`src/assert_macros.svh`:
```
// ----------------------------------------------------------------------------
// Assertion macros
// Shared concurrent assertion helpers for the endpoint projection block.
// ----------------------------------------------------------------------------
`ifndef ASSERT_MACROS_SVH
`define ASSERT_MACROS_SVH
`ifndef SYNTH
`define ASSERT_IMPLY(lbl, clk, rst_n, ante, cons) \
lbl: assert property (@(posedge clk) disable iff (!rst_n) (ante) |-> (cons)) \
else $error("assertion failed");
`define ASSERT_NEXT(lbl, clk, rst_n, ante, cons) \
lbl: assert property (@(posedge clk) disable iff (!rst_n) (ante) |=> (cons)) \
else $error("assertion failed");
`else
`define ASSERT_IMPLY(lbl, clk, rst_n, ante, cons)
`define ASSERT_NEXT(lbl, clk, rst_n, ante, cons)
`endif
`endif

```
`src/pelu_pkg.sv`:
```
// ----------------------------------------------------------------------------
// Endpoint projection package
// Widths, register indexes and payload types of the endpoint projection block.
// ----------------------------------------------------------------------------
package pelu_pkg;

    localparam int COORD_W   = 32;
    localparam int INDEX_W   = 16;
    localparam int UNIT_W    = 18;
    localparam int LEN_W     = COORD_W + 1;
    localparam int EPS_W     = 31;
    localparam int DIST_W    = 32;
    localparam int FRAC      = 16;
    localparam int CFG_W     = 32;
    localparam int CFG_IDX_W = 3;

    localparam logic [CFG_IDX_W-1:0] REG_LINE_START_X = 3'd0;
    localparam logic [CFG_IDX_W-1:0] REG_LINE_START_Y = 3'd1;
    localparam logic [CFG_IDX_W-1:0] REG_LINE_END_X   = 3'd2;
    localparam logic [CFG_IDX_W-1:0] REG_LINE_END_Y   = 3'd3;
    localparam logic [CFG_IDX_W-1:0] REG_EPSILON      = 3'd4;

    typedef struct packed {
        logic                      elem_present;
        logic [INDEX_W-1:0]        elem_index;
        logic signed [COORD_W-1:0] elem_start_x;
        logic signed [COORD_W-1:0] elem_start_y;
        logic signed [COORD_W-1:0] elem_end_x;
        logic signed [COORD_W-1:0] elem_end_y;
    } t_in_item;

    typedef struct packed {
        logic signed [COORD_W-1:0] proj_x;
        logic signed [COORD_W-1:0] proj_y;
        logic [INDEX_W-1:0]        source_index;
        logic [DIST_W-1:0]         extension_distance;
        logic                      at_start;
        logic                      last_of_run;
    } t_out_item;

    typedef struct packed {
        logic                     busy;
        logic [LEN_W-1:0]         length;
        logic signed [UNIT_W-1:0] unit_x;
        logic signed [UNIT_W-1:0] unit_y;
    } t_line_geom;

endpackage

```
`src/pelu_round.sv`:
```
// ----------------------------------------------------------------------------
// Fixed-point rounding
// Divides a signed value by 2^16, rounding halves away from zero.
// ----------------------------------------------------------------------------
module pelu_round #(
    parameter int IW = 52
) (
    input  logic signed [IW-1:0]                  i_val,
    output logic signed [IW-pelu_pkg::FRAC+1:0]   o_val
);

    localparam int OW = IW - pelu_pkg::FRAC + 2;

    logic          neg;
    logic [IW-1:0] mag;
    logic [IW:0]   sum;
    logic [OW-1:0] sh;

    always_comb begin
        neg   = i_val[IW-1];
        mag   = neg ? IW'(-i_val) : IW'(i_val);
        sum   = {1'b0, mag} + (IW+1)'(1 << (pelu_pkg::FRAC - 1));
        sh    = {1'b0, sum[IW:pelu_pkg::FRAC]};
        o_val = neg ? $signed(OW'(0) - sh) : $signed(sh);
    end

endmodule

```
`config.mk`:
```
export PLATFORM = sky130hd
export DESIGN_NAME = pelu_round
export DESIGN_NICKNAME = d
export VERILOG_FILES = /design/src/assert_macros.svh /design/src/pelu_pkg.sv /design/src/pelu_round.sv
export SDC_FILE = /design/constraint.sdc
export NUM_CORES = 1
export LEC_CHECK = 0
export ABC_AREA = 1
export BUFFER_PORTS_ARGS = -buffer_cell sky130_fd_sc_hd__buf_2
export CORE_MARGIN = 5
export CORE_UTILIZATION = 30
export DETAILED_ROUTE_END_ITERATION = 8
export GPL_TIMING_DRIVEN = 0
export MAX_ROUTING_LAYER = met4
export PLACE_DENSITY = 0.48
export SETUP_SLACK_MARGIN = 0.2
export SKIP_LAST_GASP = 1
export SLEW_MARGIN = 20
export SYNTH_ARGS = -nofsm -noshare
export SYNTH_HDL_FRONTEND = slang
export SYNTH_SLANG_ARGS = --single-unit
```
`constraint.sdc`:
```
create_clock -name vclk -period 4.2
set_input_delay 0.84 -clock vclk [all_inputs]
set_output_delay 0.84 -clock vclk [all_outputs]
set_load 0.005 [all_outputs]
```
# == Word-level counts from Yosys, hierarchy flattened ==
# Cells that the tools add are included.
# op_classes
addsub,3
muxes,2
# op_table
cell,n
adder 52 x 16 -> 53 bit (second input constant),1
2-to-1 mux 52 bit,1
negation 52 bit,1
2-to-1 mux 38 bit,1
subtractor 1 x 37 -> 38 bit (first input constant),1
# word_totals
wordCells,5
reg_bits,0
output_inout_bits,38
in_bits,52

# == Depth between registers and ports, before layout ==
# Gate-level depths: netlist of the first run.
# depth
depth_word,5
depth_mapped,26
mapped_depth_nobuf,26

# == Least setup slack after synthesis of the first run ==
# No wires, ideal clock.
# synth_path
path_type,input to output
from,input port i_val[8]
to,output port o_val[33] in the netlist's numbering
t_arrival_ps,3058
cell_stages,22
t_required_ps,3360
n_path_buf,0
setup_slack_ps,302
cell_sequence,nor2_1 -> nand2_1 -> nor2_4 -> nand2_4 -> nand2_4 -> nand2_1 -> nand2_2 -> ha_1 -> nand2_2 -> nor2_8 -> nand3_4 -> xor2_1 -> nand2_1 -> nor2_1 -> nand2_1 -> nor2_4 -> nand3_2 -> nand2_2 -> nand2_1 -> nand2_1 -> nand2_1 -> inv_1
# synth_via
elab_chain_len,5
# synth_lines
item,line,source
"start, declared",pelu_round.sv:8,"input logic signed [IW-1:0] i_val,"
negation 52 bit,pelu_round.sv:21,mag = neg ? IW'(-i_val) : IW'(i_val);
2-to-1 mux 52 bit (*),pelu_round.sv:21,
adder 52 x 16 -> 53 bit (*),pelu_round.sv:22,"sum = {1'b0, mag} + (IW+1)'(1 << (pelu_pkg::FRAC - 1));"
subtractor 1 x 37 -> 38 bit,pelu_round.sv:24,o_val = neg ? $signed(OW'(0) - sh) : $signed(sh);
2-to-1 mux 38 bit (*),pelu_round.sv:24,
"end, declared",pelu_round.sv:9,output logic signed [IW-pelu_pkg::FRAC+1:0] o_val
# Mark *: on every way between the ends. The rest lies on a longest branch, timed or not.

# == Final worst setup path of the first run ==
# layout_path
from,input port i_val[13]
to,output port o_val[26] in the netlist's numbering
# Same word-level chain as after synthesis.

==> results.toml, run 1 <==
[run_status]
run_status = "finished, violations left"
failed_checks = "negative setup slack"

[die]
die_w_um = 131.4
initial_core_util_pct = 30.53
die_h_um = 131.4
rows = 44
pin_count = 90
core_um2 = 14480
die-area_um2 = 17260

[timing]
period_share_pct = 101.6
hold_viol_final = 0
rsz0062_at_grt = "true"
max_slew.worst_pin.slew_ns = 0.5556
slew_headroom_pct = 62.96
finalMaxSlewViolations = 0
layout_min_cycle_time_ns = 4.269
finalWorstSetupSlack_ns = -0.06881
max_clock_freq_ghz = 0.2343
finalSetupViolCount = 13

[synthesis]
syn_inst = 926
syn_area_per_cell_um2 = 4.774
synth_area_leaders = "nand2_1, inv_1, nor2_1"
yosys.area.top_type_share_pct = 29.80
synth_area_um2 = 4420
synth_area_leader_cell = "nand2_1"
ys_top_cells_by_count = "nand2_1, inv_1, nor2_1"
ys_warn_count = 0
synth_nets = 980
yosysMostFrequentCell = "nand2_1"
synthDistinctLibCells = 37
ys_seq_area_share_pct = 0

[placed_design]
numPortBuffers = 89
hpwlAfterDp_mm = 13.41
gp_congestion = 0.8700
place_area_um2 = 5096
dpl.cell_count = 1199

[power_and_ir_drop]
vdd_ir_drop_max_mv = 0.06530
sw_frac_of_total_pct = 61.08
p_leak_uw = 0.003564
power_frac_comb_pct = 100.0
pwr-share-clk_pct = 0
p_int_uw = 247.7
power.density_nw_per_um2 = 93.48
switchingPower_uw = 388.6
p_seq_share_pct = 0
power.total_uw = 636.3

[cells_and_area]
drive_above_1_share_pct = 43.82
seq_cell_count = 0
fin_nets = 1140
area_delta_synth_final_pct = 53.98
fin_area_um2 = 6807
final_util_pct = 47.01
antennaDiodeCount = 0
clkbuf_count = 0
regArea_um2 = 0
instances_no_fill = 1268

[global_routing]
antenna_found_initial = 0
grt-ovfl-total = 0
grt_max_degree = 11
grt_pass1_wl_mm = 27.03
grt_usage_pct = 18.47
grt_pass1_vias = 5596

[routing]
detail-route-antenna-nets = 0
avgViaCountPerCell = 4.647
drt_iter0_markers = 263
drc = 0
drt_wl_total_mm = 16.54
wire_per_inst_um = 13.04
vias = 5892
dr.pass1.iters = 8

[critical_path]
cp-start-kind = "input port"
crit_buf_inv = 3
crit_arrival_ns = 3.43
crit_slowest_cell = "o21ai_4"
cp_max_fo = 6
cpPeakStageDelay_ns = 0.20
crit_chain = "buf_6 > nor2_4 > nand2_4 > nor2_4 > nand2_4 > nand2_4 > nand2_4 > nand2_4 > ha_4 > nand2_4 > nor2_8 > nand3_4 > nor2_4 > nand2_1 > nand2_2 > nand2_2 > nor2_4 > nand2_2 > o21ai_4 > nand2_2 > xor2_1 > inv_1 > buf_2"
critical_path_class = "in -> out"
cp_common_cell = "nand2_4"
cp.required_ns = 3.36
crit_family = "simple AND/OR/NAND/NOR gates"
cp-end-kind = "output port"

[job]
cap_violations = 0

[worst_hold_path]
hp-class = "in -> out"

[cts]
cts-hold-fix-buffers = 0
## repair_timing
item / 4_1_cts / 5_1_grt
pin swaps: 75 / 78
buffers inserted: 39 / 29
cloned: 1 / 0
setup endpoints to repair: 34 / 33
gates resized for setup: 181 / 170
## cell families after synthesis
| family | share of synthesized area (%) |
|---|---|
| AO/OA/AOI/OAI | 3.991 |
| XOR/XNOR | 6.369 |
| adder cells (fa/ha/maj) | 0.5660 |
| buffers and inverters | 14.52 |
| AND/OR/NAND/NOR | 74.55 |
## metrics by stage
step           TNS, ns  hold slack [ns]  worst slack [ns]
5_1_grt         -4.805            2.182           -0.2908
2_1_floorplan        0            1.951            0.3019
3_5_place_dp    -7.060            2.246           -0.3825
6_report       -0.3194            2.150          -0.06881
4_1_cts        -0.6397            2.247          -0.09825
3_3_place_gp    -6.950            2.236           -0.3853
## final cells by class
cell class	instances	area [µm²]
fillers	1632	7672
multi-input cells	763	4833
repair buffers	157	1095
inverters	153	574.3
well taps	184	230.2
plain buffers	11	73.82
## placed cells by master (no fill, tap or decap), drive strengths merged
cell / netlist / routed
a21oi: 5 / 5
a31oi: 1 / 1
and2: 3 / 3
buf: 8 / 165
clkbuf: 3 / 3
clkinv: 1 / 1
ha: 2 / 2
inv: 152 / 152
nand2: 395 / 395
nand3: 95 / 95
nand3b: 5 / 5
nand4: 31 / 31
nor2: 167 / 168
nor3: 6 / 6
nor4: 1 / 1
o21ai: 17 / 17
o21bai: 3 / 3
or4: 1 / 1
xnor2: 14 / 14
xor2: 16 / 16
## routing by layer
layer | vias up | global-route usage, % | share of wire, %
met2 | 118 | 31.43 | 48
met1 | 2605 | 25.93 | 49
met3 | 4 | 0.5352 | 3.4
met5 | - | - | 0
met4 | 0 | 0.5714 | 0.21
li1 | 3165 | - | -
## power by group through the flow
stage | logic (µW) | registers [µW] | clock network (µW)
6_report | 636 | 0 | 0
5_1_grt | 708 | 0 | 0
4_1_cts | 556 | 0 | 0
3_5_place_dp | 474 | 0 | 0
3_3_place_gp | 473 | 0 | 0
2_1_floorplan | 313 | 0 | 0
## path summary, 6_finish.rpt
| check | from | end | slack (ns) | depth (start not counted) |
|---|---|---|---|---|
| setup / recovery | i_val[13] | o_val[26] | -0.07 | 23 |
| hold / removal | i_val[15] | o_val[0] | 2.15 | 5 |
Note: power is estimated with default switching activity, not from simulation.
==> inputs of run 2 (changes only) <==
==> constraint.sdc (replaced) <==
create_clock -name vclk -period 4.2
set_input_delay 0.84 -clock vclk [all_inputs]
set_output_delay 0.84 -clock vclk [all_outputs]
set_load 0.1 [all_outputs]
==> results.toml, run 2 (synthesis results as in run 1) <==
[die]
initial_core_util_pct = 30.53
die_h_um = 131.4
die-area_um2 = 17260
core_um2 = 14480
pin_count = 90
die_w_um = 131.4
rows = 44

[global_routing]
grt-ovfl-total = 0
grt_pass1_vias = 5555
grt_max_degree = 11
antenna_found_initial = 0
grt_pass1_wl_mm = 26.88
grt_usage_pct = 18.54

[timing]
layout_min_cycle_time_ns = 4.546
max_clock_freq_ghz = 0.2200
tns_ns = -5.925
rsz0062_at_grt = "true"
hold_slack_ns = 2.440
finalSetupViolCount = 25
finalWorstSetupSlack_ns = -0.3457
hold_viol_final = 0
finalMaxSlewViolations = 0
slew_headroom_pct = 67.95
period_share_pct = 108.2
max_slew.worst_pin.slew_ns = 0.4841

[routing]
vias = 6080
dr.pass1.iters = 4
drt_iter0_markers = 218
avgViaCountPerCell = 4.684
detail-route-antenna-nets = 0
drt_wl_total_mm = 17.01
drc = 0
wire_per_inst_um = 13.10

[cells_and_area]
mostFrequentLayoutCells = "nand2_1, inv_1, nand2_2, buf_4, nor2_1"
fin_nets = 1170
fill_cells = 1514
antennaDiodeCount = 0
seq_cell_count = 0
final_common_cell = "nand2_1"
drive_above_1_share_pct = 50.27
fin_area_um2 = 7933
regArea_um2 = 0
clkbuf_count = 0
area_delta_synth_final_pct = 79.45

[critical_path]
crit_arrival_ns = 3.71
cp_max_fo = 6
cp-end-kind = "output port"
cp-start-kind = "input port"
cp.required_ns = 3.36
critical_path_class = "in -> out"

[job]
cap_violations = 0

[placed_design]
place_ws_ns = -0.8876
place_area_um2 = 5657
numPortBuffers = 89
gp_congestion = 0.8334
hpwlAfterDp_mm = 13.98

[run_status]
run_status = "finished, violations left"
failed_checks = "negative setup slack"

[cts]
cts-hold-fix-buffers = 0

[power_and_ir_drop]
vdd_ir_drop_max_mv = 0.1475
power.density_nw_per_um2 = 150.3
p_leak_uw = 0.003885
power.total_uw = 1192

[worst_hold_path]
hp-class = "in -> out"
[run 2: worst max-delay path, cell delays in order]
cell	delay, ns
buf_2	0.13
nor2_4	0.13
nand2_4	0.09
nor2_4	0.14
nand2_4	0.08
nand2_4	0.07
buf_4	0.11
nand3_2	0.07
nand2_4	0.12
nand2_8	0.08
nor2_8	0.16
nand3_4	0.16
xor2_2	0.25
nand2_1	0.11
nor2_1	0.17
nand2_2	0.13
nor2_4	0.17
nand3_4	0.11
nand2_4	0.12
buf_12	0.11
xor2_4	0.16
buf_12	0.19
[run 2: per-layer routing]
metal	track usage, %	routed length (µm)	vias to the layer above
met2	32.76	8437	101
met5	-	0	-
met4	1.371	146	0
met3	0.6498	430	15
met1	24.65	7990	2748
li1	-	-	3216
[run 2: timing repair]
item / CTS / global route
gates cloned: 0 / 0
gates resized for setup: 220 / 208
hold endpoints to repair: 0 / 0
endpoints found under the setup margin: 36 / 37
setup buffers: 50 / 49
pin swaps: 81 / 102
[run 2: worst paths after layout]
| path | cells past startpoint | startpoint | to |
|---|---|---|---|
| setup / recovery | 22 | i_val[12] | o_val[25] |
| hold / removal | 5 | i_val[15] | o_val[0] |
[run 2: power by group]
part / switching [µW] / internal, µW / total, µW / leakage (µW)
Sequential: 0 / 0 / 0 / 0
Combinational: 797 / 395 / 1190 / 0.00389
Clock: 0 / 0 / 0 / 0
[run 2: cell type report]
| class | instances | area, µm² | area share (%) |
|---|---|---|---|
| tap | 184 | 230.2 | 2.902 |
| timing repair buffer | 188 | 1715 | 21.62 |
| inverter | 153 | 640.6 | 8.076 |
| buffer | 11 | 80.08 | 1.009 |
| multi-input combinational | 762 | 5266 | 66.39 |
[run 2: per-stage QoR]
step / utilization (%) / std cells
detailed placement: 39.07 / 1199
finish: 54.79 / 1298
CTS: 47.09 / 1249
global route: 54.79 / 1298
global placement: 39.07 / 1199
floorplan: - / 926
