===== src/assert_macros.svh =====
// ----------------------------------------------------------------------------
// Assertion macros
// Shared concurrent assertion helpers for the endpoint projection block.
// ----------------------------------------------------------------------------
`ifndef ASSERT_MACROS_SVH
`define ASSERT_MACROS_SVH
`ifndef SYNTH
`define ASSERT_IMPLY(lbl, clk, rst_n, ante, cons) \
lbl: assert property (@(posedge clk) disable iff (!rst_n) (ante) |-> (cons)) \
else $error("assertion failed");
`define ASSERT_NEXT(lbl, clk, rst_n, ante, cons) \
lbl: assert property (@(posedge clk) disable iff (!rst_n) (ante) |=> (cons)) \
else $error("assertion failed");
`else
`define ASSERT_IMPLY(lbl, clk, rst_n, ante, cons)
`define ASSERT_NEXT(lbl, clk, rst_n, ante, cons)
`endif
`endif


===== src/pelu_pkg.sv =====
// ----------------------------------------------------------------------------
// Endpoint projection package
// Widths, register indexes and payload types of the endpoint projection block.
// ----------------------------------------------------------------------------
package pelu_pkg;

    localparam int COORD_W   = 32;
    localparam int INDEX_W   = 16;
    localparam int UNIT_W    = 18;
    localparam int LEN_W     = COORD_W + 1;
    localparam int EPS_W     = 31;
    localparam int DIST_W    = 32;
    localparam int FRAC      = 16;
    localparam int CFG_W     = 32;
    localparam int CFG_IDX_W = 3;

    localparam logic [CFG_IDX_W-1:0] REG_LINE_START_X = 3'd0;
    localparam logic [CFG_IDX_W-1:0] REG_LINE_START_Y = 3'd1;
    localparam logic [CFG_IDX_W-1:0] REG_LINE_END_X   = 3'd2;
    localparam logic [CFG_IDX_W-1:0] REG_LINE_END_Y   = 3'd3;
    localparam logic [CFG_IDX_W-1:0] REG_EPSILON      = 3'd4;

    typedef struct packed {
        logic                      elem_present;
        logic [INDEX_W-1:0]        elem_index;
        logic signed [COORD_W-1:0] elem_start_x;
        logic signed [COORD_W-1:0] elem_start_y;
        logic signed [COORD_W-1:0] elem_end_x;
        logic signed [COORD_W-1:0] elem_end_y;
    } t_in_item;

    typedef struct packed {
        logic signed [COORD_W-1:0] proj_x;
        logic signed [COORD_W-1:0] proj_y;
        logic [INDEX_W-1:0]        source_index;
        logic [DIST_W-1:0]         extension_distance;
        logic                      at_start;
        logic                      last_of_run;
    } t_out_item;

    typedef struct packed {
        logic                     busy;
        logic [LEN_W-1:0]         length;
        logic signed [UNIT_W-1:0] unit_x;
        logic signed [UNIT_W-1:0] unit_y;
    } t_line_geom;

endpackage


===== src/pelu_setup.sv =====
// ----------------------------------------------------------------------------
// Line setup sequencer
// Derives length and unit direction of the reference line with a shift-add
// squarer, a digit-by-digit square root and a restoring divider.
// ----------------------------------------------------------------------------
`include "assert_macros.svh"

module pelu_setup (
    input  logic                                i_clk,
    input  logic                                i_rst_n,
    input  logic                                i_go,
    input  logic signed [pelu_pkg::COORD_W-1:0] i_start_x,
    input  logic signed [pelu_pkg::COORD_W-1:0] i_start_y,
    input  logic signed [pelu_pkg::COORD_W-1:0] i_end_x,
    input  logic signed [pelu_pkg::COORD_W-1:0] i_end_y,
    output pelu_pkg::t_line_geom                o_geom
);

    localparam int LW    = pelu_pkg::LEN_W;
    localparam int UW    = pelu_pkg::UNIT_W;
    localparam int AW    = 2 * LW;
    localparam int RW    = LW + 1;
    localparam int NW    = pelu_pkg::COORD_W + pelu_pkg::FRAC + 2;
    localparam int CNT_W = $clog2(NW);

    localparam logic [2:0] ST_IDLE = 3'd0;
    localparam logic [2:0] ST_SQX  = 3'd1;
    localparam logic [2:0] ST_SQY  = 3'd2;
    localparam logic [2:0] ST_SQRT = 3'd3;
    localparam logic [2:0] ST_DIVX = 3'd4;
    localparam logic [2:0] ST_DIVY = 3'd5;

    logic [2:0]           r_state, n_state;
    logic [CNT_W-1:0]     r_cnt, n_cnt;
    logic [LW-1:0]        r_mx, n_mx, r_my, n_my;
    logic                 r_sx, n_sx, r_sy, n_sy;
    logic [AW-1:0]        r_ma, n_ma, r_acc, n_acc;
    logic [LW-1:0]        r_mb, n_mb;
    logic [RW-1:0]        r_rem, n_rem;
    logic [LW-1:0]        r_root, n_root;
    logic [NW-1:0]        r_num, n_num;
    logic [LW-1:0]        r_drem, n_drem;
    logic [UW-1:0]        r_q, n_q;
    logic [LW-1:0]        r_len, n_len;
    logic signed [UW-1:0] r_ux, n_ux, r_uy, n_uy;

    logic signed [LW-1:0] dx, dy;
    logic [LW-1:0]        adx, ady;
    logic [AW-1:0]        mac;
    logic [RW+1:0]        rem_sh, trial;
    logic                 sq_ge;
    logic [LW-1:0]        root_nx;
    logic [LW:0]          d_sh;
    logic                 d_ge;
    logic [UW-1:0]        q_nx;

    always_comb begin
        dx      = LW'(i_end_x) - LW'(i_start_x);
        dy      = LW'(i_end_y) - LW'(i_start_y);
        adx     = dx[LW-1] ? LW'(-dx) : LW'(dx);
        ady     = dy[LW-1] ? LW'(-dy) : LW'(dy);
        mac     = r_acc + (r_mb[0] ? r_ma : '0);
        rem_sh  = {r_rem, r_acc[AW-1:AW-2]};
        trial   = {1'b0, r_root, 2'b01};
        sq_ge   = rem_sh >= trial;
        root_nx = {r_root[LW-2:0], sq_ge};
        d_sh    = {r_drem, r_num[NW-1]};
        d_ge    = d_sh >= {1'b0, r_len};
        q_nx    = {r_q[UW-2:0], d_ge};

        n_state = r_state;
        n_cnt   = r_cnt + CNT_W'(1);
        n_mx    = r_mx;
        n_my    = r_my;
        n_sx    = r_sx;
        n_sy    = r_sy;
        n_ma    = r_ma;
        n_mb    = r_mb;
        n_acc   = r_acc;
        n_rem   = r_rem;
        n_root  = r_root;
        n_num   = r_num;
        n_drem  = r_drem;
        n_q     = r_q;
        n_len   = r_len;
        n_ux    = r_ux;
        n_uy    = r_uy;

        if (i_go) begin
            n_state = ST_SQX;
            n_cnt   = '0;
            n_mx    = adx;
            n_my    = ady;
            n_sx    = dx[LW-1];
            n_sy    = dy[LW-1];
            n_ma    = AW'(adx);
            n_mb    = adx;
            n_acc   = '0;
        end else begin
            unique case (r_state)
                ST_SQX, ST_SQY: begin
                    n_acc = mac;
                    n_ma  = {r_ma[AW-2:0], 1'b0};
                    n_mb  = {1'b0, r_mb[LW-1:1]};
                    if (r_cnt == CNT_W'(LW - 1)) begin
                        n_cnt = '0;
                        if (r_state == ST_SQX) begin
                            n_state = ST_SQY;
                            n_ma    = AW'(r_my);
                            n_mb    = r_my;
                        end else begin
                            n_state = ST_SQRT;
                            n_rem   = '0;
                            n_root  = '0;
                        end
                    end
                end
                ST_SQRT: begin
                    n_rem  = sq_ge ? RW'(rem_sh - trial) : RW'(rem_sh);
                    n_root = root_nx;
                    n_acc  = {r_acc[AW-3:0], 2'b00};
                    if (r_cnt == CNT_W'(LW - 1)) begin
                        n_cnt  = '0;
                        n_len  = root_nx;
                        n_drem = '0;
                        n_q    = '0;
                        n_num  = (NW'(r_mx) << pelu_pkg::FRAC) + NW'(root_nx >> 1);
                        if (root_nx == '0) begin
                            n_state = ST_IDLE;
                            n_ux    = '0;
                            n_uy    = '0;
                        end else begin
                            n_state = ST_DIVX;
                        end
                    end
                end
                ST_DIVX, ST_DIVY: begin
                    n_drem = d_ge ? LW'(d_sh - {1'b0, r_len}) : d_sh[LW-1:0];
                    n_q    = q_nx;
                    n_num  = {r_num[NW-2:0], 1'b0};
                    if (r_cnt == CNT_W'(NW - 1)) begin
                        n_cnt  = '0;
                        n_drem = '0;
                        n_q    = '0;
                        if (r_state == ST_DIVX) begin
                            n_state = ST_DIVY;
                            n_ux    = r_sx ? $signed(UW'(0) - q_nx) : $signed(q_nx);
                            n_num   = (NW'(r_my) << pelu_pkg::FRAC) + NW'(r_len >> 1);
                        end else begin
                            n_state = ST_IDLE;
                            n_uy    = r_sy ? $signed(UW'(0) - q_nx) : $signed(q_nx);
                        end
                    end
                end
                default: begin
                    n_state = ST_IDLE;
                    n_cnt   = '0;
                end
            endcase
        end
    end

    always_ff @(posedge i_clk) begin
        if (!i_rst_n) begin
            r_state <= ST_IDLE;
            r_len   <= '0;
            r_ux    <= '0;
            r_uy    <= '0;
        end else begin
            r_state <= n_state;
            r_len   <= n_len;
            r_ux    <= n_ux;
            r_uy    <= n_uy;
        end
    end

    always_ff @(posedge i_clk) begin
        r_cnt  <= n_cnt;
        r_mx   <= n_mx;
        r_my   <= n_my;
        r_sx   <= n_sx;
        r_sy   <= n_sy;
        r_ma   <= n_ma;
        r_mb   <= n_mb;
        r_acc  <= n_acc;
        r_rem  <= n_rem;
        r_root <= n_root;
        r_num  <= n_num;
        r_drem <= n_drem;
        r_q    <= n_q;
    end

    always_comb begin
        o_geom.busy   = r_state != ST_IDLE;
        o_geom.length = r_len;
        o_geom.unit_x = r_ux;
        o_geom.unit_y = r_uy;
    end

    `ASSERT_IMPLY(a_div_len_nonzero, i_clk, i_rst_n, (r_state == ST_DIVX) || (r_state == ST_DIVY), r_len != '0)
    `ASSERT_NEXT(a_go_restarts, i_clk, i_rst_n, i_go, r_state == ST_SQX)

endmodule


===== config.mk =====
export PLATFORM = sky130hd
export DESIGN_NAME = pelu_setup
export DESIGN_NICKNAME = d
export VERILOG_FILES = /design/src/pelu_pkg.sv /design/src/pelu_setup.sv
export VERILOG_INCLUDE_DIRS = /design/src /design/src/src
export SDC_FILE = /design/constraint.sdc
export NUM_CORES = 1
export LEC_CHECK = 0
export ABC_AREA = 1
export ABC_CLOCK_PERIOD_IN_PS = 15900
export BUFFER_PORTS_ARGS = -buffer_cell sky130_fd_sc_hd__buf_2
export CORE_AREA = 2 2 333 335
export CTS_CLUSTER_SIZE = 12
export DETAILED_ROUTE_END_ITERATION = 7
export DIE_AREA = 0 0 335 337
export SLEW_MARGIN = 20
export SYNTH_ARGS = -nofsm -noshare
export SYNTH_HDL_FRONTEND = slang
export SYNTH_SLANG_ARGS = --single-unit

===== constraint.sdc =====
create_clock -name i_clk -period 15.9 [get_ports i_clk]
set_clock_uncertainty 0.05 [all_clocks]
set_input_delay 1.59 -clock i_clk [delete_from_list [all_inputs] [get_ports i_clk]]
set_output_delay 1.59 -clock i_clk [all_outputs]
set_load 0.01 [all_outputs]

Word-level counts from Yosys, hierarchy flattened
Index checks and enable logic that the tools add are counted.
{ "op_classes": {"addsub": 11, "n_mul": 0, "div_mod_pow": 0, "order_cmp": 2, "eq_ne": 17, "shift": 0, "mux": 51, "bitwise_logic": 2, "reduce_logical": 16} }
{ "op_table": {"columns": ["cell", "count"], "rows": [
  ["2-to-1 mux 33 bit", 12],
  ["2-to-1 mux 66 bit", 3],
  ["2-to-1 mux 50 bit", 3],
  ["2-to-1 mux 18 bit", 8],
  ["case mux 33 bit (2 select lines)", 2],
  ["case mux 66 bit (2 select lines)", 1],
  ["2-to-1 mux 34 bit", 3],
  ["adder 49 x 32 -> 50 bit", 2],
  ["case mux 50 bit (2 select lines)", 1],
  ["case mux 18 bit (2 select lines)", 2],
  ["case mux 34 bit (2 select lines)", 1],
  ["adder 66 bit", 1],
  ["negator 33 bit", 2],
  ["subtractor 32 x 32 -> 33 bit", 2],
  [">= comparator 36 x 35 -> 1 bit", 1],
  [">= comparator 34 x 33 -> 1 bit", 1],
  ["2-to-1 mux 17 bit", 2],
  ["case mux 17 bit (2 select lines)", 1],
  ["subtractor 34 bit", 1],
  ["logical NOT 33 bit", 1],
  ["subtractor 33 bit", 1],
  ["2-to-1 mux 32 bit", 1],
  ["subtractor 1 x 18 -> 18 bit (first input constant)", 1],
  ["2-to-1 mux 3 bit", 5],
  ["19 further kinds", 41]
]} }
{ "totals": {"reg_bits": 478, "latchBits": 0, "mem_bits_rw": 0, "rom_bits": 0, "in_bits": 131, "output_inout_bits": 70, "wordCells": 119, "memories": 0} }

Logic depth before layout (Yosys ltp)
Gate-level depths: netlist (run 1).
{ "logic_depth": {"ltp_word": 6, "ltp_mapped": 24, "ltp_nobuf": 24} }

Worst setup path before layout (run 1)
No wires, ideal clock.
{ "synth_timing": {"path_kind": "input-to-reg", "startpoint": "in i_go", "endpoint": "reg r_drem[0], enable pin", "setup_time_ns": 0.681, "arrival_time_ns": 8.805, "required_time_ns": 15.169, "path_slack_ns": 6.364, "cell_stages": 3, "path_buffers": 2, "path_cell_list": "clkbuf_1 > buf_1 > nor3_1"} }
{ "synth_via": {"elab_chain_cells": 2} }
{ "synth_rtl": {"columns": ["item", "line", "text"], "rows": [
  ["start: declaration", "pelu_setup.sv:11", "input logic i_go,"],
  ["inverter 1 bit (no line)", null, null],
  ["AND reduction 3 bit (no line)", null, null],
  ["end signal: assignment", "pelu_setup.sv:189", "r_drem <= n_drem;"],
  ["end: declaration", "pelu_setup.sv:42", "logic [LW-1:0] r_drem, n_drem;"]
]} }
No other way between the ends.
A chain may end at the register's enable or synchronous reset.

Final worst setup path (run 1)
{ "layout_timing": {"startpoint": "reg r_len[19]", "endpoint": "reg r_uy[10]"} }
{ "layout_via": {"elab_chain_cells": 6} }
{ "layout_rtl": {"columns": ["item", "line", "text"], "rows": [
  ["start: declaration", "pelu_setup.sv:44", "logic [LW-1:0] r_len, n_len;"],
  ["start signal: assignment", "pelu_setup.sv:171", "r_len <= n_len;"],
  [">= comparator 34 x 33 -> 1 bit", "pelu_setup.sv:68", "d_ge = d_sh >= {1'b0, r_len};"],
  ["subtractor 1 x 18 -> 18 bit", "pelu_setup.sv:151", "n_uy = r_sy ? $signed(UW'(0) - q_nx) : $signed(q_nx);"],
  ["2-to-1 mux 18 bit", "pelu_setup.sv:151", null],
  ["2-to-1 mux 18 bit", "pelu_setup.sv:145", "if (r_state == ST_DIVX) begin"],
  ["2-to-1 mux 18 bit", "pelu_setup.sv:141", "if (r_cnt == CNT_W'(NW - 1)) begin"],
  ["case mux 18 bit (2 select lines)", "pelu_setup.sv:100", "unique case (r_state)"],
  ["end signal: assignment", "pelu_setup.sv:173", "r_uy <= n_uy;"],
  ["end: declaration", "pelu_setup.sv:45", "logic signed [UW-1:0] r_ux, n_ux, r_uy, n_uy;"]
]} }
No other way between the ends. The select of a mux whose other input is x is not followed.

==> flow_summary_export.csv, run 1 <==
group,metric,value,unit
outcome,status,"finished, final reports clean",
critical_path,critPathKind,"reg -> reg",
detailed_routing,drc_errors,0,
critical_path,cp_max_fo,5,
synthesis,synth_top_area_share,23.8,%
clock_network,clkLatencyLatePin,0.67,ns
synthesis,postSynthAreaPerCell,6.82,um^2
clock_network,cts-resized-gates,0,
detailed_routing,drt-wirelength-per-cell,17.7,um
critical_path,crit_path_frequent_cell,"a21oi_1",
clock_network,cts.htree.levels,2,
critical_path,critPathRequiredTime,16.42,ns
synthesis,synth_cell_type_count,61,
timing,slew_violations,0,
synthesis,async_reset_ff_share,0,%
critical_path,reg2regPathDepth,22,
critical_path,crit_buf_inv,3,
clock_network,hold_buffers,0,
timing,tns,0,ns
detailed_routing,ant_nets,0,
timing,fmax,224,MHz
critical_path,endpoint_kind,"register",
floorplanning,die_x,335,um
critical_path,slowest_stage,"dfxtp_1",
min_path,hold_start,"r_ux[5]$_SDFFE_PN0P_",
critical_path,path_cells,"inv_1 > ha_1 > a21oi_1 > o21ai_0 > a21oi_1 > inv_1 > a21oi_1 > nand2_1 > nand2_1 > nand2_2 > inv_1 > ha_1 > nand2_1 > nor2_1 > nand2_1 > nor3_1 > a31oi_1 > a31oi_1 > nor2_1 > a21oi_1 > nand3_1 > a21oi_1",
critical_path,startpoint_type,"register",
timing,rsz0062_at_grt,"no",
detailed_routing,drtIter0Drc,3009,
floorplanning,dieArea,113000,um^2
detailed_routing,drt_wl_total,127000,um
place,place_ws,11.04,ns
synthesis,ys_ff_latch,478,
cells_and_area,layout.nets,6070,
timing,fin_crit,4.47,ns
synthesis,ys_seq_area_share,33.2,%
clock_network,cts.sinks,478,
min_path,worstHoldEndpoint,"r_ux[5]$_SDFFE_PN0P_",
synthesis,synthCells,5567,
timing,worst_pin_slew,1.08,ns
power,powerDensity,89.8,nW/um^2
power,p_leak,19.3,nW
cells_and_area,drive_above_1_share,7.71,%
timing,relSlewSlack,28.2,%
place,dp_hpwl,100000,um
clock_network,cts-root-buf,"clkbuf_16",
detailed_routing,viasPerCell,5.15,
timing,period_share,28.1,%
clock_network,post_cts.repair.setup_buffers,0,
synthesis,synth_edf_count,301,
min_path,hold_path_class,"reg -> reg",
critical_path,reg2reg_from,"r_len[19]$_SDFFE_PN0P_",
critical_path,cp.arrival,4.99,ns
floorplanning,coreArea,110000,um^2
synthesis,synth-main-ff-cell,"edfxtp_1",
cells_and_area,area_delta_synth_final,11.2,%
floorplanning,rows,122,
power,total_power,3.79,mW
synthesis,yosys.area.top_type,"edfxtp_1",
global_routing,grt_usage,22.0,%
clock_network,clockBufferDepth,3,
clock_network,path_clk_slew,0.06,ns
synthesis,synth_warnings,0,
synthesis,syn_nets,5939,
cells_and_area,fillers,11900,
timing,hold_viol_final,0,
floorplanning,start_util,34.6,%
clock_network,tritoncts,"built",
timing,fin_ws,11.43,ns
global_routing,overflow,0,
min_path,min_delay_path_depth,2,
timing,setup_viol,0,
place,portBuffers,200,
power,peakVddDrop,0.0000624,V
flow_run,maxCapViolations,0,
global_routing,antenna_found_initial,3,
critical_path,r2r-end,"r_uy[10]$_SDFFE_PN0P_",
detailed_routing,via_count,37000,
clock_network,numCtsBuffers,57,
critical_path,crit_family,"simple AND/OR/NAND/NOR gates",
detailed_routing,firstDrtPassIters,6,
synthesis,synth_area_leaders,"edfxtp_1, nand2_1, dfxtp_1",
floorplanning,io_pins,201,
floorplanning,fp.dieH,337,um
global_routing,grt_max_degree,85,
synthesis,syn_area,38000,um^2
place,place_congestion,0.951,
critical_path,rrSetupSlack,11.43,ns
global_routing,grt_pass1_vias,35100,
critical_path,slowest_delay,0.74,ns
global_routing,grt_pass1_wl,198000,um
## Yosys cell counts, types with 11 or more instances
master / count
a21oi_1: 573
nand3_1: 263
inv_2: 23
nand4_1: 70
inv_1: 794
o21ai_1: 13
nand3b_1: 15
a21o_1: 28
o21ai_0: 417
o21a_1: 15
o211ai_1: 27
xnor2_1: 63
xor2_1: 105
nand2_2: 22
nor3_1: 71
nor2_2: 22
buf_1: 11
nor4_1: 21
o21bai_1: 24
o32ai_1: 32
clkbuf_1: 118
nor2_1: 633
edfxtp_1: 301
dfxtp_1: 177
nand2_1: 1328
a31oi_1: 28
buf_2: 16
ha_1: 235
## flip-flops by register name, summed over array words and instances, names as in the netlist, 34 cells and up
name,cells
r_num,50
r_ma,66
r_rem,34
r_acc,66
## per-stage QoR
step | cells | area, um^2 | hold slack, ns | util (%)
2_1_floorplan | 5567 | 38000 | 0.395 | -
3_3_place_gp | 7065 | 40400 | 0.380 | 36.8
3_5_place_dp | 7065 | 40400 | 0.383 | 36.8
4_1_cts | 7173 | 42200 | 0.393 | 38.5
5_1_grt | 7173 | 42200 | 0.430 | 38.5
6_report | 7174 | 42200 | 0.392 | 38.5
## cells by family (layout without fill, tap and decap cells)
group,Yosys count,after routing,share of synthesized area (%)
AOI/OAI and AO/OA,1212,1212,17.5
xor gates and xnor gates,176,176,4.25
adders and majority gates,241,241,8.06
buffers and inverters,973,1153,9.76
DFF,478,478,33.2
muxes,1,1,0.0264
other,0,1,0
and+or+nand+nor,2486,2486,27.3
## worst max-delay path by stage
stage	startpoint	to	slack, ns	cells after the start
2_1_floorplan	i_go	r_drem[0]$_SDFFCE_PP0P_	6.36	3
3_3_place_gp	i_end_x[0]	r_ma[8]$_DFFE_PP_	11.10	19
3_5_place_dp	i_end_x[0]	r_mb[3]$_DFFE_PP_	11.04	19
4_1_cts	r_len[25]$_SDFFE_PN0P_	r_uy[10]$_SDFFE_PN0P_	11.54	22
5_1_grt	r_len[25]$_SDFFE_PN0P_	r_uy[10]$_SDFFE_PN0P_	11.10	22
6_report	r_len[19]$_SDFFE_PN0P_	r_uy[10]$_SDFFE_PN0P_	11.43	22
## metal layers
layer  wire, um  global-route usage, %  part of all wire [%]  up-vias
met2      58600                   37.7                    46     1039
met4       4380                   7.31                   3.5        0
met1      57100                   29.0                    45    17000
li1           -                      -                     -    18700
met5          0                      0                     0        -
met3       6750                   2.35                   5.3      186
## final cells by class
class	instances	area, um^2	share of cell area [%]
Inverter	822	3090	7.32
Antenna cell	1	2.50	0.00593
Timing Repair Buffer	223	1180	2.80
Clock buffer	78	1590	3.76
Multi-Input combinational cell	4116	21700	51.5
Tap cell	1426	1780	4.23
Sequential cell	478	12600	29.8
Clock inverter	30	231	0.549
## report_power, final
group / switching, mW / leakage (nW) / total [mW] / internal, mW
clock: 0.570 / 0.893 / 1.29 / 0.718
combinational: 0.634 / 14.1 / 0.935 / 0.301
sequential: 0.106 / 4.31 / 1.57 / 1.46
## layout by cell type, fill, tap and decap left out, types with 7 or more instances in the layout
| master | n |
|---|---|
| nand3b_1 | 15 |
| o211ai_1 | 27 |
| xnor2_1 | 63 |
| clkbuf_16 | 58 |
| nand2_2 | 25 |
| nor2_2 | 22 |
| o21ai_0 | 417 |
| a31oi_1 | 28 |
| o21ai_1 | 13 |
| o32ai_1 | 32 |
| dfxtp_1 | 177 |
| a21o_1 | 28 |
| buf_4 | 23 |
| nand3_1 | 263 |
| clkbuf_1 | 14 |
| nand4_1 | 70 |
| nor3_1 | 69 |
| buf_2 | 199 |
| clkinv_2 | 16 |
| ha_1 | 235 |
| clkinv_1 | 7 |
| o21bai_1 | 24 |
| nor2_1 | 630 |
| edfxtp_1 | 301 |
| inv_1 | 792 |
| o221ai_1 | 7 |
| a21oi_1 | 573 |
| nor4_1 | 20 |
| xor2_1 | 105 |
| nand3_2 | 9 |
| o21a_1 | 15 |
| inv_2 | 24 |
| o22ai_1 | 7 |
| nand2_1 | 1324 |
| or2_2 | 9 |
| a21boi_0 | 9 |
## worst reg2reg max path, stage by stage (launching register included)
cell and delay [ns]:
dfxtp_1 0.74, inv_1 0.11, ha_1 0.38, a21oi_1 0.21
o21ai_0 0.13, a21oi_1 0.15, inv_1 0.07, a21oi_1 0.11
nand2_1 0.16, nand2_1 0.14, nand2_2 0.06, inv_1 0.16
ha_1 0.19, nand2_1 0.10, nor2_1 0.26, nand2_1 0.16
nor3_1 0.30, a31oi_1 0.13, a31oi_1 0.20, nor2_1 0.06
a21oi_1 0.20, nand3_1 0.13, a21oi_1 0.17
(Power assumes the default switching activity.)
==> run 2: changes to the inputs <==
--- a/config.mk
+++ b/config.mk
@@ -7,7 +7,7 @@
 export NUM_CORES = 1
 export LEC_CHECK = 0
 export ABC_AREA = 1
-export ABC_CLOCK_PERIOD_IN_PS = 15900
+export ABC_CLOCK_PERIOD_IN_PS = 4650
 export BUFFER_PORTS_ARGS = -buffer_cell sky130_fd_sc_hd__buf_2
 export CORE_AREA = 2 2 333 335
 export CTS_CLUSTER_SIZE = 12
==> constraint.sdc (replaced) <==
create_clock -name i_clk -period 4.65 [get_ports i_clk]
set_clock_uncertainty 0.05 [all_clocks]
set_input_delay 0.465 -clock i_clk [delete_from_list [all_inputs] [get_ports i_clk]]
set_output_delay 0.465 -clock i_clk [all_outputs]
set_load 0.01 [all_outputs]
==> run 2 against run 1 <==
Effect of this change:
- non-clock buffer count rose by 24
- core utilization rose by 0.38 points
- final cell count rose by 0.35%
- cell area rose by 0.98%
- sequential share of layout area fell by 0.29 points
- largest power group unchanged
- via count rose by 0.92%
- clock power rose to 3.8 times the previous value
- highest routed layer unchanged
- first-iteration DRC count rose by 4.3%
==> flow_summary_export.csv, run 2 (synthesized netlist as in run 1, its figures left out) <==
group,metric,value,unit
power,p_sw,4.58,mW
global_routing,antenna_found_initial,1,
global_routing,overflow,0,
timing,slew_violations,0,
floorplanning,fp.dieH,337,um
critical_path,rrSetupSlack,0.97,ns
clock_network,numCtsBuffers,58,
critical_path,crit_family,"compound AO/OA/AOI/OAI gates",
detailed_routing,viasPerCell,5.18,
place,numPlacedInstances,7089,
power,combPwrFrac,24.2,%
cells_and_area,n_antenna_cell,0,
detailed_routing,drc_errors,0,
power,p_leak,19.5,nW
clock_network,clockBufferDepth,3,
critical_path,endpoint_kind,"register",
clock_network,cts-root-buf,"clkbuf_16",
flow_run,maxCapViolations,0,
cells_and_area,layout_commonest_cell,"nand2_1",
cells_and_area,largestRegisters,"r_acc: 66 flops, r_ma: 66 flops, r_num: 50 flops",
critical_path,slowest_stage,"dfxtp_1",
global_routing,grt_pass1_vias,35300,
critical_path,critPathKind,"reg -> reg",
cells_and_area,drive_above_1_share,8.04,%
timing,relSlewSlack,16.5,%
power,powerDensity,318,nW/um^2
timing,fmax,272,MHz
clock_network,cts-resized-gates,0,
timing,setup_viol,0,
floorplanning,rows,122,
floorplanning,start_util,34.6,%
place,post_dp_cell_area,40600,um^2
detailed_routing,via_count,37300,
clock_network,post_cts.repair.setup_buffers,0,
place,dp_hpwl,101000,um
cells_and_area,layout.nets,6095,
critical_path,cp_max_fo,5,
outcome,status,"finished, final reports clean",
floorplanning,die_x,335,um
critical_path,startpoint_type,"register",
clock_network,path_clk_slew,0.06,ns
global_routing,grt_usage,22.2,%
timing,hold_viol_final,0,
global_routing,grt_pass1_wl,199000,um
min_path,hold_path_class,"in -> reg",
detailed_routing,drtIter0Drc,3137,
floorplanning,coreArea,110000,um^2
detailed_routing,firstDrtPassIters,6,
critical_path,cp.arrival,4.23,ns
critical_path,path_cells,"inv_1 > ha_1 > a21oi_1 > o21ai_0 > a21oi_1 > inv_1 > a21oi_1 > nand2_1 > nand2_1 > nand2_2 > inv_1 > ha_1 > nand2_1 > nor2_1 > nand2_1 > nor3_1 > a31oi_1 > a31oi_1 > nor2_1 > a21oi_1 > nand3_1 > a21oi_1",
critical_path,crit_buf_inv,3,
power,switching_share,33.8,%
timing,period_share,79.1,%
timing,rsz0062_at_grt,"no",
timing,worst_pin_slew,1.25,ns
cells_and_area,postLayoutCellArea,42600,um^2
global_routing,grt_max_degree,154,
clock_network,hold_buffers,0,
power,sequentialPowerShare,39.5,%
power,peakVddDrop,0.000289,V
place,portBuffers,200,
detailed_routing,drt-wirelength-per-cell,17.8,um
timing,tns,0,ns
clock_network,cts.sinks,478,
floorplanning,dieArea,113000,um^2
clock_network,clkLatencyLatePin,0.68,ns
critical_path,slowest_delay,0.44,ns
timing,fin_crit,3.68,ns
cells_and_area,fillers,11800,
power,clockPowerShare,36.3,%
clock_network,cts.htree.levels,2,
clock_network,tritoncts,"built",
detailed_routing,drt_wl_total,128000,um
critical_path,critPathRequiredTime,5.20,ns
place,place_congestion,0.950,
floorplanning,io_pins,201,
power,p_int,8.96,mW
cells_and_area,stdcell_count,7199,
critical_path,crit_path_frequent_cell,"a21oi_1",
cells_and_area,area_delta_synth_final,12.3,%
detailed_routing,ant_nets,0,
power,total_power,13.5,mW
cells_and_area,layout_common_cells,"nand2_1, inv_1, nor2_1, a21oi_1, o21ai_0",
## run 2: changes by cell type in the layout (fill, tap and decap cells not counted), sizes merged
cell | previous run | this run
bufinv | 1 | 9
inv | 821 | 818
diode | 1 | 0
clkbuf | 78 | 77
clkinv | 26 | 25
clkinvlp | 4 | 3
buf | 223 | 247
## run 2: area by class of cell
type	count	area, um^2	share of cell area [%]
clock buffers	77	1580	3.71
well taps	1426	1780	4.19
clock inverters	33	460	1.08
inverters	822	3090	7.25
flip-flops and latches	478	12600	29.5
multi-input cells	4116	21700	51.0
repair buffers	247	1370	3.22
## run 2: final timing paths
path	startpoint	end	depth (start not counted)
setup / recovery	r_len[19]$_SDFFE_PN0P_	r_uy[10]$_SDFFE_PN0P_	22
hold / removal	i_go	r_my[14]$_DFFE_PP_	1
setup reg to reg	r_len[19]$_SDFFE_PN0P_	r_uy[10]$_SDFFE_PN0P_	22
hold reg to reg	r_ux[6]$_SDFFE_PN0P_	r_ux[6]$_SDFFE_PN0P_	2
## run 2: per-stage QoR
stage / utilization, % / hold WS, ns / setup WS (ns)
final: 38.9 / 0.206 / 0.970
after global routing: 38.9 / 0.211 / 0.410
after CTS: 38.9 / 0.178 / 0.987
after detailed placement: 37.0 / 0.397 / 0.838
after global placement: 37.0 / 0.387 / 0.888
after floorplan: - / 0.395 / 0.482
## run 2: routing by layer
metal,GRT usage (%),wire length (um),up-vias
met3,2.47,7460,196
met2,37.9,59200,1107
met4,6.89,4100,0
met5,0,0,-
li1,-,-,18700
met1,29.3,57200,17300
## run 2: power by group through the flow
| stage | registers [mW] | clock network (mW) | logic, mW |
|---|---|---|---|
| floorplan | 5.22 | 0 | 2.34 |
| global placement | 5.43 | 0 | 3.21 |
| detailed placement | 5.42 | 0 | 3.24 |
| CTS | 5.34 | 4.99 | 3.26 |
| global route | 5.36 | 5.15 | 3.68 |
| finish | 5.35 | 4.92 | 3.27 |
